--- src/sv/epsc_pkg.sv ---
// Shared types and constants for the encoder period speed controller.
`timescale 1ns / 1ps
package epsc_pkg;

   typedef enum logic [1:0] {
      CMD_US_TICK = 2'd0,
      CMD_ADC     = 2'd1,
      CMD_CONTROL = 2'd2,
      CMD_SENSOR  = 2'd3
   } cmd_type;

   typedef enum logic [0:0] {
      CSR_SETTLE_COUNT = 1'd0,
      CSR_CLAMP_LEVEL  = 1'd1
   } csr_index_type;

   localparam int unsigned CSR_DATA_W = 8;

   localparam logic [7:0]  SETTLE_COUNT_RESET = 8'd20;
   localparam logic [7:0]  CLAMP_LEVEL_RESET  = 8'd250;
   localparam logic [7:0]  BYTE_MAX           = 8'hFF;
   localparam logic [15:0] TIMER_MAX          = 16'hFFFF;
   localparam logic [15:0] TIMER_SLOW         = 16'hFF00;

   typedef struct packed {
      logic [7:0] settle_count;
      logic [7:0] clamp_level;
   } cfg_type;

   typedef struct packed {
      cmd_type    cmd;
      logic [7:0] adc_value;
      logic       sensor_level;
   } item_type;

   typedef struct packed {
      logic [7:0] pwm_duty;
      logic [7:0] setpoint_out;
      logic [7:0] error_out;
      logic [7:0] period_out;
      logic       captured;
   } result_type;

endpackage

--- src/sv/epsc_req_if.sv ---
// Input channel interface: valid/ready handshake with one command item.
`timescale 1ns / 1ps
interface epsc_req_if;
   logic       valid;
   logic       ready;
   logic [1:0] cmd;
   logic [7:0] adc_value;
   logic       sensor_level;

   modport source (output valid, output cmd, output adc_value, output sensor_level,
                   input ready);
   modport sink   (input valid, input cmd, input adc_value, input sensor_level,
                   output ready);
endinterface

--- src/sv/epsc_rsp_if.sv ---
// Result channel interface: valid/ready handshake with one result item.
`timescale 1ns / 1ps
interface epsc_rsp_if;
   logic       valid;
   logic       ready;
   logic [7:0] pwm_duty;
   logic [7:0] setpoint_out;
   logic [7:0] error_out;
   logic [7:0] period_out;
   logic       captured;

   modport source (output valid, output pwm_duty, output setpoint_out, output error_out,
                   output period_out, output captured, input ready);
   modport sink   (input valid, input pwm_duty, input setpoint_out, input error_out,
                   input period_out, input captured, output ready);
endinterface

--- src/sv/epsc_core.sv ---
// Controller state and single-pass update for one command item.
`timescale 1ns / 1ps
module epsc_core
   import epsc_pkg::*;
(
   input  logic       clock,
   input  logic       reset,
   input  cfg_type    cfg,
   input  logic       item_valid,
   input  item_type   item,
   output result_type result
);

   logic [15:0] timer_ff,    timer_in;
   logic        running_ff,  running_in;
   logic [7:0]  debounce_ff, debounce_in;
   logic [7:0]  setpoint_ff, setpoint_in;
   logic [7:0]  period_ff,   period_in;
   logic [7:0]  error_ff,    error_in;
   logic [7:0]  duty_ff,     duty_in;
   logic        captured;
   logic [7:0]  count_inc;
   logic [7:0]  count_clr;
   logic [7:0]  err;

   always_comb begin
      timer_in    = timer_ff;
      running_in  = running_ff;
      debounce_in = debounce_ff;
      setpoint_in = setpoint_ff;
      period_in   = period_ff;
      error_in    = error_ff;
      duty_in     = duty_ff;
      captured    = 1'b0;
      // saturating count, cleared while the sensor is high
      count_inc   = (debounce_ff != BYTE_MAX) ? debounce_ff + 8'd1 : debounce_ff;
      count_clr   = item.sensor_level ? 8'd0 : count_inc;
      // setpoint - (255 - period) mod 256
      err         = setpoint_ff + period_ff + 8'd1;
      if (item_valid) begin
         unique case (item.cmd)
            CMD_US_TICK: begin
               if (running_ff) begin
                  if (timer_ff == TIMER_MAX) begin
                     running_in = 1'b0;
                     timer_in   = TIMER_SLOW;
                  end else begin
                     timer_in = timer_ff + 16'd1;
                  end
               end
            end
            CMD_ADC: begin
               setpoint_in = (item.adc_value > cfg.clamp_level) ? BYTE_MAX : item.adc_value;
            end
            CMD_CONTROL: begin
               error_in = err;
               duty_in  = {1'b0, err[7:1]} + {2'b0, err[7:2]} + {3'b0, err[7:3]};
            end
            CMD_SENSOR: begin
               debounce_in = count_clr;
               if (count_clr == cfg.settle_count) begin
                  period_in   = timer_ff[15:8];
                  running_in  = 1'b1;
                  timer_in    = 16'd0;
                  debounce_in = count_clr + 8'd1;
                  captured    = 1'b1;
               end
            end
            default: ;
         endcase
      end
   end

   always_ff @(posedge clock) begin
      if (reset) begin
         timer_ff    <= 16'd0;
         running_ff  <= 1'b1;
         debounce_ff <= 8'd0;
         setpoint_ff <= 8'd0;
         period_ff   <= 8'd0;
         error_ff    <= 8'd0;
         duty_ff     <= 8'd0;
      end else begin
         timer_ff    <= timer_in;
         running_ff  <= running_in;
         debounce_ff <= debounce_in;
         setpoint_ff <= setpoint_in;
         period_ff   <= period_in;
         error_ff    <= error_in;
         duty_ff     <= duty_in;
      end
   end

   assign result.pwm_duty     = duty_in;
   assign result.setpoint_out = setpoint_in;
   assign result.error_out    = error_in;
   assign result.period_out   = period_in;
   assign result.captured     = captured;

endmodule

--- src/sv/encoder_period_p_speed_control_top.sv ---
// Top level of the encoder period proportional speed controller.
`timescale 1ns / 1ps
// Usage:
//   req_chan carries one command per transfer: microsecond tick, ADC sample,
//   control tick or sensor sample. rsp_chan returns exactly one result per
//   command: duty, setpoint, error, measured period and a capture flag.
//   csr_we/csr_index/csr_wdata write settle_count (index 0) and clamp_level
//   (index 1); write them only while no command is in flight.
// Result path: the controller state updates in the cycle a command transfers,
//   and its result is registered into the head entry (skid entry if head is held).
// Throughput: one command per cycle while req_chan.ready is high; the state
//   update in epsc_core never stalls.
// Stall: results queue in a two-entry buffer (output register plus skid
//   register). req_chan.ready is registered and drops only when both entries
//   hold results, so an item is still taken while one result waits.
// Reset: synchronous, active high. Timer restarts running from zero, all
//   controller state clears, registers return to 20 and 250, buffer empties.
module encoder_period_p_speed_control_top
   import epsc_pkg::*;
(
   input  logic                  clock,
   input  logic                  reset,
   epsc_req_if.sink              req_chan,
   epsc_rsp_if.source            rsp_chan,
   input  logic                  csr_we,
   input  csr_index_type         csr_index,
   input  logic [CSR_DATA_W-1:0] csr_wdata
);

   cfg_type    cfg_ff, cfg_in;
   item_type   item;
   logic       push;
   logic       pop;
   result_type result;

   logic       head_valid_ff, head_valid_in;
   logic       skid_valid_ff, skid_valid_in;
   result_type head_ff, head_in;
   result_type skid_ff, skid_in;

   // configuration write decode
   always_comb begin
      cfg_in = cfg_ff;
      if (csr_we) begin
         unique case (csr_index)
            CSR_SETTLE_COUNT: cfg_in.settle_count = csr_wdata;
            CSR_CLAMP_LEVEL:  cfg_in.clamp_level  = csr_wdata;
            default: ;
         endcase
      end
   end

   always_ff @(posedge clock) begin
      if (reset) begin
         cfg_ff.settle_count <= SETTLE_COUNT_RESET;
         cfg_ff.clamp_level  <= CLAMP_LEVEL_RESET;
      end else begin
         cfg_ff <= cfg_in;
      end
   end

   // accept while the skid entry is free
   assign req_chan.ready = !skid_valid_ff;
   assign push           = req_chan.valid && !skid_valid_ff;
   assign pop            = head_valid_ff && rsp_chan.ready;

   assign item.cmd          = cmd_type'(req_chan.cmd);
   assign item.adc_value    = req_chan.adc_value;
   assign item.sensor_level = req_chan.sensor_level;

   epsc_core u_core (
      .clock      (clock),
      .reset      (reset),
      .cfg        (cfg_ff),
      .item_valid (push),
      .item       (item),
      .result     (result)
   );

   // two-entry result buffer: head drives the channel, skid absorbs a stall
   always_comb begin
      head_valid_in = head_valid_ff;
      skid_valid_in = skid_valid_ff;
      head_in       = head_ff;
      skid_in       = skid_ff;
      if (pop) begin
         if (skid_valid_ff) begin
            // advance skid into head; no push possible this cycle
            head_in       = skid_ff;
            skid_valid_in = 1'b0;
         end else begin
            head_valid_in = push;
            head_in       = result;
         end
      end else if (push) begin
         if (!head_valid_ff) begin
            head_valid_in = 1'b1;
            head_in       = result;
         end else begin
            skid_valid_in = 1'b1;
            skid_in       = result;
         end
      end
   end

   always_ff @(posedge clock) begin
      if (reset) begin
         head_valid_ff <= 1'b0;
         skid_valid_ff <= 1'b0;
      end else begin
         head_valid_ff <= head_valid_in;
         skid_valid_ff <= skid_valid_in;
      end
   end

   // payload holds need no reset
   always_ff @(posedge clock) begin
      head_ff <= head_in;
      skid_ff <= skid_in;
   end

   assign rsp_chan.valid        = head_valid_ff;
   assign rsp_chan.pwm_duty     = head_ff.pwm_duty;
   assign rsp_chan.setpoint_out = head_ff.setpoint_out;
   assign rsp_chan.error_out    = head_ff.error_out;
   assign rsp_chan.period_out   = head_ff.period_out;
   assign rsp_chan.captured     = head_ff.captured;

endmodule

--- src/flat_wrapper.sv ---
// flat-port wrapper written by rule: the top's interface ports become plain ports
module encoder_period_p_speed_control_top_flat import epsc_pkg::*;
  (clock, reset, csr_we, csr_index, csr_wdata, req_chan_valid, req_chan_cmd, req_chan_adc_value, req_chan_sensor_level, req_chan_ready, rsp_chan_valid, rsp_chan_pwm_duty, rsp_chan_setpoint_out, rsp_chan_error_out, rsp_chan_period_out, rsp_chan_captured, rsp_chan_ready);
  epsc_req_if req_chan_i ();
  epsc_rsp_if rsp_chan_i ();
  input  logic clock;
  input  logic reset;
  input  logic csr_we;
  input  csr_index_type csr_index;
  input  logic [CSR_DATA_W-1:0] csr_wdata;
  input wire logic [$bits(req_chan_i.valid)-1:0] req_chan_valid;
  input wire logic [$bits(req_chan_i.cmd)-1:0] req_chan_cmd;
  input wire logic [$bits(req_chan_i.adc_value)-1:0] req_chan_adc_value;
  input wire logic [$bits(req_chan_i.sensor_level)-1:0] req_chan_sensor_level;
  output wire logic [$bits(req_chan_i.ready)-1:0] req_chan_ready;
  output wire logic [$bits(rsp_chan_i.valid)-1:0] rsp_chan_valid;
  output wire logic [$bits(rsp_chan_i.pwm_duty)-1:0] rsp_chan_pwm_duty;
  output wire logic [$bits(rsp_chan_i.setpoint_out)-1:0] rsp_chan_setpoint_out;
  output wire logic [$bits(rsp_chan_i.error_out)-1:0] rsp_chan_error_out;
  output wire logic [$bits(rsp_chan_i.period_out)-1:0] rsp_chan_period_out;
  output wire logic [$bits(rsp_chan_i.captured)-1:0] rsp_chan_captured;
  input wire logic [$bits(rsp_chan_i.ready)-1:0] rsp_chan_ready;
  assign req_chan_i.valid = req_chan_valid;
  assign req_chan_i.cmd = req_chan_cmd;
  assign req_chan_i.adc_value = req_chan_adc_value;
  assign req_chan_i.sensor_level = req_chan_sensor_level;
  assign req_chan_ready = req_chan_i.ready;
  assign rsp_chan_valid = rsp_chan_i.valid;
  assign rsp_chan_pwm_duty = rsp_chan_i.pwm_duty;
  assign rsp_chan_setpoint_out = rsp_chan_i.setpoint_out;
  assign rsp_chan_error_out = rsp_chan_i.error_out;
  assign rsp_chan_period_out = rsp_chan_i.period_out;
  assign rsp_chan_captured = rsp_chan_i.captured;
  assign rsp_chan_i.ready = rsp_chan_ready;
  encoder_period_p_speed_control_top u_core (.clock(clock), .reset(reset), .req_chan(req_chan_i), .rsp_chan(rsp_chan_i), .csr_we(csr_we), .csr_index(csr_index), .csr_wdata(csr_wdata));
endmodule
--- config.mk ---
export PLATFORM = sky130hd
export DESIGN_NAME = encoder_period_p_speed_control_top_flat
export DESIGN_NICKNAME = d
export VERILOG_FILES = /design/src/sv/epsc_pkg.sv /design/src/sv/epsc_req_if.sv /design/src/sv/epsc_rsp_if.sv /design/src/sv/epsc_core.sv /design/src/sv/encoder_period_p_speed_control_top.sv /design/src/flat_wrapper.sv
export SDC_FILE = /design/constraint.sdc
export NUM_CORES = 1
export LEC_CHECK = 0
export ABC_AREA = 1
export BUFFER_PORTS_ARGS = -buffer_cell sky130_fd_sc_hd__buf_4
export CELL_PAD_IN_SITES_DETAIL_PLACEMENT = 2
export CELL_PAD_IN_SITES_GLOBAL_PLACEMENT = 2
export CORE_MARGIN = 2
export CORE_UTILIZATION = 39
export DETAILED_ROUTE_END_ITERATION = 10
export GPL_TIMING_DRIVEN = 0
export PLACE_DENSITY_LB_ADDON = 0.08
export SLEW_MARGIN = 20
export SYNTH_ARGS = -nofsm -noshare
export SYNTH_HDL_FRONTEND = slang
export SYNTH_SLANG_ARGS = --single-unit
--- constraint.sdc ---
create_clock -name clock -period 6.4 [get_ports clock]
set_input_delay 0.32 -clock clock [delete_from_list [all_inputs] [get_ports clock]]
set_output_delay 0.32 -clock clock [all_outputs]
set_load 0.03 [all_outputs]
Word-level counts from Yosys, hierarchy flattened
Cells that the tools add are included.

word-level totals
  output and inout bits = 35
  bits in registers = 141
  input bits = 25

operators by class
  muxes and demuxes = 31
  add/sub/neg operators = 7
  reduce and logical (&&, ||, !) cells = 16
  bitwise operators = 2
  equal/unequal tests = 10
  $lt $le $gt $ge = 1

operator list
  kind                     count
  $mux W33                 4
  $mux W8                  13
  $mux W16                 3
  $pmux W16 S2             1
  $add A8 B1 Y8 const B    3
  $add A16 B1 Y16 const B  1
  $eq A16 B16 Y1 const B   1
  $reduce_and A2 Y1        6
  $mux W1                  9
  $add A7 B6 Y8            1
  $add A8 B5 Y8            1
  $add A8 B8 Y8            1
  $eq A8 B8 Y1             1
  $gt A8 B8 Y1             1
  $ne A8 B8 Y1 const B     1
  $ne A2 B2 Y1 const B     3
  $reduce_and A3 Y1        2
  $eq A2 B2 Y1 const B     2
  $reduce_and A4 Y1        1
  $reduce_bool A2 Y1       2
  $eq A2 B1 Y1 const B     1
  $logic_and A1 B1 Y1      2
  $logic_not A2 Y1         1
  $ne A2 B1 Y1 const B     1
  other kinds (4)          5

Longest topological paths before layout
  word-level depth = 10
  gate-level depth with buffers = 24
  depth with buffers taken out = 24

Cells and area by module
Synthesis repeated with hierarchy kept, for this count alone.

unflattened totals
  cell total of the unflattened synthesis = 950
  area, all modules = 7509.7 um^2

modules (own cells, without submodules)
  module                              sequential area each (um^2)  area each (um^2)  cells an instance  times used
  epsc_core                           1141.1                       4304.1            681                1
  encoder_period_p_speed_control_top  2342.2                       3205.6            269                1

Worst setup path after synthesis
OpenSTA, ideal clock, no wires.

  path kind = flip-flop to flip-flop
  from = register u_core.u_core.period_ff[0]
  to = register u_core.head_ff (netlist bit u_core.rsp_chan.pwm_duty[6]) (data pin)
  period minus slack after synthesis = 3.583 ns
  arrival time = 3.315 ns
  slack = 2.817 ns
  path buffers = 0
  library setup time = 0.268 ns
  data required time = 6.132 ns
  stages on the path, launching flop included = 22
  cell sequence = dfxtp_1 -> inv_1 -> ha_1 -> fa_1 -> o21ai_0 -> xor2_1 -> inv_1 -> xor2_1 -> inv_1 -> ha_1 -> ha_1 -> nand2_1 -> nand2_1 -> a31oi_1 -> nor2_1 -> nor2_1 -> nor2_1 -> nor2_1 -> xor2_1 -> nand2_1 -> nand2_1 -> o21ai_0

RTL lines
  item                    RTL line                                   text
  start, declared         epsc_core.sv:18                            logic [7:0] period_ff, period_in;
  start signal, assigned  epsc_core.sv:88                            period_ff <= period_in;
  end signal, assigned    encoder_period_p_speed_control_top.sv:118  head_ff <= head_in;
  end, declared           encoder_period_p_speed_control_top.sv:38   result_type head_ff, head_in;

==> results.py <==
metrics = {
    "outcome": {
        "status": "complete, no violations",
    },
    "final_layout": {
        "fillers": 2023,
        "fin_nets": 1029,
        "area_delta_synth_final_pct": 18.9,
        "drive_above_1_share": 0.165,
        "diodes": 0,
    },
    "setup_path": {
        "slowest_delay_ns": 0.45,
        "rr_startpoint": "u_core.u_core.period_ff[0]",
        "cp.arrival_ns": 4.63,
        "cp.required_ns": 6.55,
        "crit_path_end_kind": "register",
        "ff2ff_setup_slack_ns": 1.92,
        "cp_cell_sequence": "inv_1, ha_1, fa_1, o21ai_0, a21oi_1, o21bai_1, xor2_1, xnor2_1, inv_1, ha_1, ha_1, a21oi_1, and2_1, nor2_1, o21ai_0, a31oi_1, inv_1, o21ai_0",
        "reg2reg_to": "u_core.rsp_chan.pwm_duty[7]",
        "path_class": "reg -> reg",
        "crit_fanout": 5,
        "cpMaxStageDelayCell": "xor2_1",
        "start_kind": "register",
        "r2r_cells": 18,
    },
    "floorplan": {
        "initial_core_util": 0.394,
        "io_pins": 60,
        "die-area_um2": 19900,
        "num_rows": 50,
        "fp.dieH_um": 141,
        "coreArea_um2": 18600,
        "fp.dieW_um": 141,
    },
    "cts": {
        "root_buffer": "clkbuf_16",
        "cts_sinks": 141,
        "cts_setup_buffers": 0,
        "cts_inserted_buffers": 17,
        "cts_resized": 0,
        "path_clk_slew_ns": 0.07,
        "clockBufferDepth": 2,
        "htree_num_levels": 4,
        "cts_tree": "yes",
        "clk_latency_ns": 0.43,
        "hold_buffers": 0,
    },
    "route": {
        "dr.pass1.iters": 6,
        "first_iter_violations": 280,
        "antenna_left": 0,
        "routed_wl_um": 25000,
        "via_per_inst": 5.31,
        "num_vias": 6471,
        "route.detailed.drc": 0,
        "avgRoutedWirePerCell_um": 20.5,
    },
    "hold_path": {
        "min_path_type": "in -> reg",
        "min_from": "csr_wdata[4]",
        "holdPathStages": 3,
        "min_to": "u_core.cfg_ff[12]",
    },
    "run": {
        "cap_violations": 0,
    },
    "sta": {
        "drv_slew": 0,
        "post-route-period-util": 0.700,
        "finalClockSkew_ns": 0.00809,
        "clock.fmax_mhz": 223,
        "rsz0062_at_grt": "false",
        "worstMarginPinSlew_ns": 0.994,
        "finalHoldViolCount": 0,
        "slew_headroom": 0.335,
        "fin_ws_ns": 1.92,
        "period_needed_ns": 4.48,
        "tns_ns": 0,
        "finalSetupViolCount": 0,
    },
    "global_route": {
        "track_usage": 0.260,
        "grt.overflow.total": 0,
        "grt_pass1_wl_um": 39700,
        "grt_start_max_net_pins": 26,
        "first_global_vias": 7213,
        "grt_antenna_before_repair": 0,
    },
    "synth": {
        "synth_ff_type": "dfxtp_1",
        "netlist_top_cells_area": "edfxtp_1 27%, dfxtp_1 20%, nand2_1 8.9%",
        "yosys.area.top_type_share": 0.271,
        "synth_edf_count": 66,
        "synth_cells": 892,
        "syn_area_um2": 7330,
        "ys_warn_count": 0,
        "yosysUniqueCellTypes": 39,
        "seq_area_frac_synth": 0.475,
        "synthTopCellsByCount": "173 x nand2_1, 125 x inv_1, 102 x nor2_1",
        "syn_nets": 949,
        "synthArstFlopShare": 0,
        "ys_seq_elements": 141,
        "syn_area_per_cell_um2": 8.21,
        "yosysMostFrequentCell": "nand2_1",
        "post-synth-top-area-cell": "edfxtp_1",
    },
    "place": {
        "place.gp.congestion": 0.829,
        "detailedPlace.worstSlack_ns": 2.14,
        "io_buffer_count": 59,
        "dp_hpwl_um": 18000,
    },
    "power": {
        "vdd_drop_max_mv": 0.221,
        "p_leak_nw": 4.08,
        "power_density_nw_per_um2": 270,
    },
}
==> metrics by stage <==
step | utilization | area [um2] | total power (W) | hold WS, ns | cells
after floorplan | - | 7330 | 0.00124 | 0.434 | 892
after detailed placement | 0.438 | 8140 | 0.00136 | 0.483 | 1187
after CTS | 0.469 | 8710 | 0.00237 | 0.120 | 1219
final | 0.469 | 8710 | 0.00235 | 0.130 | 1219
after global routing | 0.469 | 8710 | 0.00244 | 0.130 | 1219
after global placement | 0.434 | 8060 | 0.00133 | 0.472 | 1185
==> cell families (layout without fill, tap and decap cells) <==
kind of cell               after synthesis  after routing  share of synthesized area
buffers and inverters                  155            248                     0.0837
xor gates and xnor gates                25             25                     0.0299
adders and majority gates               32             32                     0.0567
DFF                                    141            141                      0.475
AOI/OAI and AO/OA                      139            139                      0.108
and+or+nand+nor                        400            400                      0.246
==> cells in the final DEF, fill, tap and decap left out, drive strengths merged, types with 30 or more instances in the layout <==
cell	Yosys	final
nor2	108	108
edfxtp	66	66
nand2	190	190
inv	128	137
dfxtp	75	75
o21ai	54	54
buf	7	68
clkbuf	17	34
a21oi	50	50
ha	30	30
nand3	63	63
==> area by class of cell <==
cell class | count | area [um2] | share of cell area
repair buffers | 61 | 498 | 0.0572
multi-input cells | 596 | 3250 | 0.373
well taps | 234 | 293 | 0.0336
plain buffers | 24 | 121 | 0.0139
flip-flops and latches | 141 | 3480 | 0.400
clock inverters | 15 | 151 | 0.0174
clock buffers | 17 | 425 | 0.0488
inverters | 131 | 492 | 0.0564
==> critical path, delay by kind of cell, from the launching register on <==
family	cells	cell delay, ns
compound gates	7	1.35
fa+ha+maj	4	1.28
simple gates	2	0.28
xor+xnor	2	0.64
flops	1	0.36
buf+inv	3	0.27
==> power by group <==
| group | total (W) | switching, W | internal (W) |
|---|---|---|---|
| Sequential | 0.00103 | 0.0000266 | 0.00100 |
| Clock | 0.00101 | 0.000458 | 0.000549 |
| Combinational | 0.000321 | 0.000212 | 0.000109 |
==> metal layers <==
metal | part of all wire | vias up | global-route usage
li1 | - | 3074 | -
met1 | 0.41 | 3209 | 0.293
met2 | 0.53 | 132 | 0.483
met3 | 0.025 | 56 | 0.0363
met4 | 0.039 | 0 | 0.123
met5 | 0 | - | 0
==> registers in the layout, summed over array words and instances, names as in the netlist <==
| register | flops |
|---|---|
| u_core.cfg_ff | 16 |
| u_core.rsp_chan.captured | 1 |
| u_core.rsp_chan.error_out | 8 |
| u_core.rsp_chan.period_out | 8 |
| u_core.rsp_chan.pwm_duty | 8 |
| u_core.rsp_chan.setpoint_out | 8 |
| u_core.rsp_chan.valid | 1 |
| u_core.skid_ff | 33 |
| u_core.skid_valid_ff | 1 |
| u_core.u_core.debounce_ff | 8 |
| u_core.u_core.duty_ff | 8 |
| u_core.u_core.error_ff | 8 |
| u_core.u_core.period_ff | 8 |
| u_core.u_core.running_ff | 1 |
| u_core.u_core.setpoint_ff | 8 |
| u_core.u_core.timer_ff | 16 |
==> worst max path at each step <==
stage	slack, ns	startpoint	cells past startpoint	to
3_3_place_gp	1.97	u_core.skid_valid_ff	3	u_core.rsp_chan.setpoint_out[1]
5_1_grt	1.71	u_core.u_core.period_ff[0]	18	u_core.rsp_chan.pwm_duty[7]
2_1_floorplan	2.82	u_core.u_core.period_ff[0]	21	u_core.rsp_chan.pwm_duty[6]
6_report	1.92	u_core.u_core.period_ff[0]	18	u_core.rsp_chan.pwm_duty[7]
3_5_place_dp	2.14	u_core.u_core.period_ff[0]	21	u_core.rsp_chan.pwm_duty[6]
4_1_cts	1.93	u_core.u_core.period_ff[0]	18	u_core.rsp_chan.pwm_duty[7]
Power figures use the tool's default switching activity.
